$ cat src/sv/bqra_pkg.sv
`timescale 1ns / 1ps
// ----------------------------------------------------------------------------
// Block queue package
// Transfer types, operation kinds and status codes used by the block queue
// core; its storage RAM is generic and does not import this package.
// ----------------------------------------------------------------------------
package bqra_pkg;

   // Operation kinds carried in a request.
   localparam logic [1:0] KIND_INSERT = 2'd0;
   localparam logic [1:0] KIND_POP    = 2'd1;
   localparam logic [1:0] KIND_REMOVE = 2'd2;

   // Result status codes.
   localparam logic [1:0] STATUS_DONE = 2'd0;
   localparam logic [1:0] STATUS_MISS = 2'd1;
   localparam logic [1:0] STATUS_FULL = 2'd2;

   typedef struct packed {
      logic [1:0]  kind;
      logic [7:0]  block_id;
      logic [31:0] block_addr;
   } req_type;

   typedef struct packed {
      logic [1:0]  status;
      logic [7:0]  out_block_id;
      logic [31:0] out_block_addr;
   } rsp_type;

   // One stored queue entry.
   typedef struct packed {
      logic [7:0]  block_id;
      logic [31:0] block_addr;
   } entry_type;

   localparam int ENTRY_W = $bits(entry_type);

endpackage

$ cat src/sv/bqra_ram.sv
`timescale 1ns / 1ps
// ----------------------------------------------------------------------------
// Generic RAM
// One write port and one read port with registered read data.
// ----------------------------------------------------------------------------
module bqra_ram #(
   parameter int WIDTH = 40,
   parameter int DEPTH = 16,
   localparam int ADDR_W = (DEPTH > 1) ? $clog2(DEPTH) : 1
) (
   input  logic              clock,
   input  logic              wr_en,
   input  logic [ADDR_W-1:0] wr_addr,
   input  logic [WIDTH-1:0]  wr_data,
   input  logic [ADDR_W-1:0] rd_addr,
   output logic [WIDTH-1:0]  rd_data
);

   logic [WIDTH-1:0] mem_ff [DEPTH];
   logic [WIDTH-1:0] rd_data_ff;

   always_ff @(posedge clock) begin
      if (wr_en) begin
         mem_ff[wr_addr] <= wr_data;
      end
      rd_data_ff <= mem_ff[rd_addr];
   end

   assign rd_data = rd_data_ff;

endmodule

$ cat src/sv/block_queue_with_remove_by_address_core.sv
`timescale 1ns / 1ps
// ----------------------------------------------------------------------------
// Block queue with remove by address
// Ordered queue of block descriptors with insert at the back, remove at the
// front, and remove of the oldest entry that matches a given address.
// ----------------------------------------------------------------------------
// A request is taken at a rising edge where start is high and busy is low.
// Every request produces exactly one result, shown on rsp_item for a single
// cycle while rsp_valid is high; the receiver cannot stall, so it must take
// the result in that cycle. Inserts, requests on an empty queue and unknown
// kinds finish in the cycle of the transfer: busy stays low and the result
// appears in the next cycle. A remove at the front passes through ST_POP,
// since the entry comes out of a RAM with a registered read. A remove by
// address walks the queue from the front through the RAM read port and a
// single address comparator, one entry per cycle, and then closes the gap
// by copying every later entry down one place, again one per cycle. The
// entries live in a circular buffer, so no clearing pass runs after reset
// and the queue is ready right away.
// ----------------------------------------------------------------------------
module block_queue_with_remove_by_address_core
   import bqra_pkg::*;
#(
   parameter int QUEUE_DEPTH = 16
) (
   input  logic    clock,
   input  logic    reset,
   input  logic    start,
   output logic    busy,
   input  req_type req_item,
   output logic    rsp_valid,
   output rsp_type rsp_item
);

   localparam int IDX_W = $clog2(QUEUE_DEPTH);
   localparam int CNT_W = $clog2(QUEUE_DEPTH + 1);
   localparam int SUM_W = CNT_W + 1;
   localparam logic [CNT_W-1:0] CNT_FULL = CNT_W'(QUEUE_DEPTH);
   localparam logic [SUM_W-1:0] SUM_DEPTH = SUM_W'(QUEUE_DEPTH);
   localparam logic [IDX_W-1:0] IDX_LAST = IDX_W'(QUEUE_DEPTH - 1);

   // Sequencer states.
   typedef enum logic [3:0] {
      ST_IDLE   = 4'b0001,
      ST_POP    = 4'b0010,
      ST_SEARCH = 4'b0100,
      ST_SHIFT  = 4'b1000
   } state_type;

   state_type        state_ff, state_in;
   logic [CNT_W-1:0] count_ff, count_in;
   logic [IDX_W-1:0] head_ff, head_in;
   logic [IDX_W-1:0] pos_ff, pos_in;
   req_type          req_ff, req_in;
   entry_type        hit_ff, hit_in;
   rsp_type          rsp_ff, rsp_in;
   logic             rsp_valid_ff, rsp_valid_in;

   logic             wr_en;
   logic [IDX_W-1:0] wr_addr;
   entry_type        wr_data;
   logic [IDX_W-1:0] rd_addr;
   entry_type        rd_data;
   logic [CNT_W-1:0] pos_ext;

   // Map a position counted from the front to its slot in the ring.
   function automatic logic [IDX_W-1:0] slot_of(input logic [IDX_W-1:0] head,
                                                input logic [CNT_W-1:0] offset);
      logic [SUM_W-1:0] sum;
      sum = SUM_W'(head) + SUM_W'(offset);
      if (sum >= SUM_DEPTH) begin
         sum = sum - SUM_DEPTH;
      end
      return sum[IDX_W-1:0];
   endfunction

   bqra_ram #(
      .WIDTH (ENTRY_W),
      .DEPTH (QUEUE_DEPTH)
   ) u_entries (
      .clock   (clock),
      .wr_en   (wr_en),
      .wr_addr (wr_addr),
      .wr_data (wr_data),
      .rd_addr (rd_addr),
      .rd_data (rd_data)
   );

   assign pos_ext = CNT_W'(pos_ff);

   always_comb begin
      state_in     = state_ff;
      count_in     = count_ff;
      head_in      = head_ff;
      pos_in       = pos_ff;
      req_in       = req_ff;
      hit_in       = hit_ff;
      rsp_in       = rsp_ff;
      rsp_valid_in = 1'b0;
      wr_en        = 1'b0;
      wr_addr      = slot_of(head_ff, count_ff);
      wr_data      = '{block_id: req_item.block_id, block_addr: req_item.block_addr};
      rd_addr      = head_ff;

      case (state_ff)
         ST_IDLE: begin
            if (start) begin
               req_in = req_item;
               rsp_in = '{status: STATUS_MISS, out_block_id: '0, out_block_addr: '0};
               case (req_item.kind)
                  KIND_INSERT: begin
                     rsp_valid_in = 1'b1;
                     if (count_ff == CNT_FULL) begin
                        rsp_in.status = STATUS_FULL;
                     end else begin
                        // Append in the slot just past the newest entry.
                        wr_en         = 1'b1;
                        count_in      = count_ff + 1'b1;
                        rsp_in.status = STATUS_DONE;
                     end
                  end
                  KIND_POP: begin
                     if (count_ff == '0) begin
                        rsp_valid_in = 1'b1;
                     end else begin
                        state_in = ST_POP;
                     end
                  end
                  KIND_REMOVE: begin
                     if (count_ff == '0) begin
                        rsp_valid_in = 1'b1;
                     end else begin
                        pos_in   = '0;
                        state_in = ST_SEARCH;
                     end
                  end
                  default: begin
                     rsp_valid_in = 1'b1;
                  end
               endcase
            end
         end

         ST_POP: begin
            // The front entry read in the previous cycle is now on rd_data.
            rsp_valid_in = 1'b1;
            rsp_in = '{status: STATUS_DONE, out_block_id: rd_data.block_id,
                       out_block_addr: rd_data.block_addr};
            head_in  = (head_ff == IDX_LAST) ? '0 : head_ff + 1'b1;
            count_in = count_ff - 1'b1;
            state_in = ST_IDLE;
         end

         ST_SEARCH: begin
            // rd_data holds the entry at position pos_ff.
            rd_addr = slot_of(head_ff, pos_ext + 1'b1);
            if (rd_data.block_addr == req_ff.block_addr) begin
               hit_in = rd_data;
               if (pos_ext + 1'b1 == count_ff) begin
                  // The newest entry matched: nothing behind it to move.
                  rsp_valid_in = 1'b1;
                  rsp_in = '{status: STATUS_DONE, out_block_id: rd_data.block_id,
                             out_block_addr: rd_data.block_addr};
                  count_in = count_ff - 1'b1;
                  state_in = ST_IDLE;
               end else begin
                  state_in = ST_SHIFT;
               end
            end else if (pos_ext + 1'b1 == count_ff) begin
               rsp_valid_in = 1'b1;
               rsp_in = '{status: STATUS_MISS, out_block_id: '0, out_block_addr: '0};
               state_in = ST_IDLE;
            end else begin
               pos_in = pos_ff + 1'b1;
            end
         end

         ST_SHIFT: begin
            // rd_data holds the entry at position pos_ff + 1; move it down one.
            wr_en   = 1'b1;
            wr_addr = slot_of(head_ff, pos_ext);
            wr_data = rd_data;
            rd_addr = slot_of(head_ff, pos_ext + 2'd2);
            if (pos_ext + 2'd2 == count_ff) begin
               rsp_valid_in = 1'b1;
               rsp_in = '{status: STATUS_DONE, out_block_id: hit_ff.block_id,
                          out_block_addr: hit_ff.block_addr};
               count_in = count_ff - 1'b1;
               state_in = ST_IDLE;
            end else begin
               pos_in = pos_ff + 1'b1;
            end
         end

         default: begin
            state_in = ST_IDLE;
         end
      endcase
   end

   always_ff @(posedge clock) begin
      if (reset) begin
         state_ff     <= ST_IDLE;
         count_ff     <= '0;
         head_ff      <= '0;
         rsp_valid_ff <= 1'b0;
      end else begin
         state_ff     <= state_in;
         count_ff     <= count_in;
         head_ff      <= head_in;
         rsp_valid_ff <= rsp_valid_in;
      end
      pos_ff <= pos_in;
      req_ff <= req_in;
      hit_ff <= hit_in;
      rsp_ff <= rsp_in;
   end

   assign busy      = (state_ff != ST_IDLE);
   assign rsp_valid = rsp_valid_ff;
   assign rsp_item  = rsp_ff;

   // The fill level never passes the depth.
   a_count_bound: assert property (@(posedge clock) disable iff (reset)
      count_ff <= CNT_FULL)
      else $error("queue fill level above depth");

   // A refused insert only happens on a full queue.
   a_full_only_when_full: assert property (@(posedge clock) disable iff (reset)
      rsp_valid_ff && rsp_ff.status == STATUS_FULL |-> $past(count_ff) == CNT_FULL)
      else $error("insert refused on a queue that was not full");

   // A successful removal takes exactly one entry out.
   a_remove_decrements: assert property (@(posedge clock) disable iff (reset)
      rsp_valid_ff && rsp_ff.status == STATUS_DONE && req_ff.kind != KIND_INSERT
      |-> count_ff == $past(count_ff) - 1'b1)
      else $error("removal did not take exactly one entry");

   // Failed results (miss or full) carry zero payload.
   a_zero_payload: assert property (@(posedge clock) disable iff (reset)
      rsp_valid_ff && rsp_ff.status != STATUS_DONE
      |-> rsp_ff.out_block_id == '0 && rsp_ff.out_block_addr == '0)
      else $error("nonzero payload on a failed request");

endmodule
$ cat config.mk
export PLATFORM = sky130hd
export DESIGN_NAME = block_queue_with_remove_by_address_core
export DESIGN_NICKNAME = d
export VERILOG_FILES = /design/src/sv/bqra_pkg.sv /design/src/sv/bqra_ram.sv /design/src/sv/block_queue_with_remove_by_address_core.sv
export SDC_FILE = /design/constraint.sdc
export NUM_CORES = 1
export LEC_CHECK = 0
export BUFFER_PORTS_ARGS = -buffer_cell sky130_fd_sc_hd__buf_2
export CAP_MARGIN = 5
export CORE_ASPECT_RATIO = 1.25
export CORE_MARGIN = 1
export CORE_UTILIZATION = 40
export CTS_BUF_LIST = sky130_fd_sc_hd__clkbuf_4
export DETAILED_ROUTE_END_ITERATION = 8
export HOLD_SLACK_MARGIN = 0.06
export MAX_ROUTING_LAYER = met4
export SLEW_MARGIN = 40
export SYNTH_ARGS = -nofsm -noshare
export SYNTH_HDL_FRONTEND = slang
export SYNTH_SLANG_ARGS = --single-unit
$ cat constraint.sdc
create_clock -name clock -period 4.7 [get_ports clock]
set_input_delay 0.705 -clock clock [delete_from_list [all_inputs] [get_ports clock]]
set_output_delay 0.705 -clock clock [all_outputs]
set_load 0.02 [all_outputs]
==> reports/metrics.yaml <==
htree_levels: 4
hold_class: "input pin to flip-flop"
synth_edf_count: 758
cts_buffer_depth: 3
antenna_found_initial: 4
dp_hpwl_um: 40500
final_common_cell: "edfxtp_1"
setup_viol: 0
die-area_um2: 80000
clock_power_share_pct: 37.9
core_area_um2: 77700
p_int_uw: 12100
clock_latency_ns: 1.03
async_flop_share_pct: 0
fin_skew_ns: 0.0539
power_frac_seq_pct: 53.3
ys_seq_area_share_pct: 75.6
ys_seq_elements: 812
wl_um: 74200
worst_slew_pin_slew_ns: 0.855
swShare_pct: 24.3
ioPinCount: 89
period_share_pct: 77.0
final_cell_mix: "edfxtp_1, clkbuf_4, mux4_2"
cp_data_required_time_ns: 5.32
setup_tns_ns: 0
grt_max_degree: 87
cp_max_fo: 27
cap_violations: 0
critPathSlowestCell: "dfxtp_1"
place_congestion: 0.783
cts_root_buf: "clkbuf_4"
synth.distinct_cells: 51
grt_pass1_vias: 17221
grt_pass1_wl_um: 110000
synth.top_cell.area_share_pct: 72.2
std_cell_rows: 114
period_needed_ns: 3.62
worst-setup-path-type: "flip-flop to flip-flop"
cpMostUsedCell: "nand2_1"
synth_area_um2: 31500
path_buf_inv: 2
hold_viol_final: 0
vias: 16154
drc: 0
combPwrFrac_pct: 8.7
viasPerCell: 5.25
routedWlPerCell_um: 24.1
synth_nets: 1633
rsz0062_at_grt: "false"
synth_area_leaders: "edfxtp_1, mux4_2, mux2i_1, dfxtp_1, nand2_1"
syn_avg_cell_area_um2: 20.1
cpPeakStageDelay_ns: 0.48
drtIter0Drc: 1268
syn_inst: 1570
clk_pin_slew_ns: 0.07
clock.fmax_mhz: 276
synth_ff_type: "edfxtp_1"
post-cts-setup-buffers: 0
slew_headroom_pct: 42.4
holdCritStartpoint: "req_item[40]"
ys_warn_count: 0
numCtsBuffers: 194
cts_sinks: 812
switchingPower_uw: 3880
port_buffers: 88
finalPower_uw: 16000
power.density_nw_per_um2: 435
post-route-util_pct: 47.2
cp_cell_sequence: "nor2_1 -> nand3b_1 -> buf_4 -> nand2_1 -> nand2_1 -> ha_1 -> a21o_1 -> a21oi_1 -> xnor2_1 -> xor2_1 -> nand2_1 -> nor2_4 -> buf_4"
fp.dieH_um: 316
place_inst: 2676
cp-startpoint: "state_ff[0]"
grt.overflow.total: 0
worstReg2RegStart: "state_ff[0]"
timing.critical_path.arrival_ns: 4.24
cts_tree: "done"
stdcell_count: 3078
crit_path_start_kind: "flip-flop"
drive_above_1_share_pct: 32.8
antenna_left: 0
maxSlewViolCount: 0
outcome: "completed"
initial_core_util_pct: 40.6
ir_drop_uv: 215
cp_top_family: "simple AND/OR/NAND/NOR gates"
leakagePower_uw: 0.0132
first_pass_iters: 6
final_nets: 1925
area_growth_pct: 16.3
die_x_um: 253
yosysTopAreaCell: "edfxtp_1"
grt_use_total_pct: 19.7
cp-end-kind: "flip-flop"
==> tightest hold or removal path: stages <==
cell and delay [ns]:
buf_2 0.10, inv_1 0.07, ha_1 0.21, nor4b_1 0.09
==> per-stage QoR <==
stage / setup slack (ns) / hold slack, ns / area [µm²]
6_report: 1.08 / 0.212 / 36700
3_5_place_dp: 1.11 / 0.447 / 33600
3_3_place_gp: 1.20 / 0.444 / 33600
2_1_floorplan: 0.127 / 0.431 / 31500
4_1_cts: 1.05 / 0.0701 / 36700
5_1_grt: 0.853 / 0.147 / 36700
==> routing by layer <==
layer	routed length, µm	GRT usage (%)	part of all wire, %
met1	31600	25.0	43
met2	37200	31.5	50
met3	3920	4.42	5.3
met4	1440	6.16	1.9
met5	0	-	0
==> timing repair <==
action	in CTS	in global routing
hold buffers	34	0
hold endpoints to repair	45	0
gates resized for setup	0	0
==> cell families (layout without fill, tap and decap cells) <==
logic type / after synthesis / count (layout) / share of synthesized area (%)
buf+inv: 85 / 545 / 1.35
simple gates: 225 / 225 / 3.17
compound gates: 89 / 89 / 2.03
other cells: 0 / 4 / 0
flops: 812 / 812 / 75.6
mux: 285 / 285 / 15.5
xor+xnor: 56 / 56 / 1.63
fa+ha+maj: 18 / 18 / 0.785
==> synthesized netlist by cell type, types with 2 or more instances <==
library cell and n:
nor2_1 29, o31ai_1 2, a31oi_1 2, nand3_1 6
and4_1 3, nor4b_1 3, xor2_1 42, edfxtp_1 758
o211ai_1 2, mux2_2 2, mux4_2 160, buf_2 28
nand3b_1 3, buf_6 2, mux2i_1 121, nor4_1 9
nor2b_1 5, nor3_1 2, nand4_1 4, a31o_2 2
nand2_1 152, a21o_1 4, a211oi_1 2, o21bai_1 2
a22o_1 40, dfxtp_1 54, ha_1 15, buf_4 15
a21oi_1 21, xnor2_1 12, o21ai_0 9, clkbuf_1 27
inv_1 12, fa_1 3
==> registers in the layout, indices dropped and copies added, names as in the netlist <==
signal and cells:
state_ff 4, rsp_valid 1, u_entries.rd_data 40, rsp_item 42
hit_ff 40, count_ff 5, pos_ff 4, head_ff 4
u_entries.mem_ff 640, req_ff 32
==> final timing paths <==
check | slack, ns | to | cells past startpoint
max | 1.08 | u_entries.mem_ff[4][0] | 13
min | 0.21 | state_ff[1] | 4
max reg2reg | 1.08 | u_entries.mem_ff[4][0] | 13
min reg2reg | 0.46 | hit_ff[34] | 0
==> power by group through the flow <==
stage	sequential [µW]	combinational (µW)	clock [µW]
2_1_floorplan	8740	720	0
3_3_place_gp	8660	1370	0
3_5_place_dp	8680	1400	0
4_1_cts	8520	1420	6220
5_1_grt	8550	1510	6560
6_report	8520	1400	6060
==> final cells by class <==
| class | instances | area [µm²] |
|---|---|---|
| Fill cell | 6526 | 41000 |
| Sequential cell | 812 | 23800 |
| Multi-Input combinational cell | 673 | 7430 |
| Clock buffer | 323 | 2420 |
| Timing Repair Buffer | 169 | 1330 |
| Tap cell | 1044 | 1310 |
| Clock inverter | 41 | 293 |
| Inverter | 12 | 45.0 |
| Antenna cell | 4 | 10.0 |
Note: power is estimated with default switching activity, not from simulation.
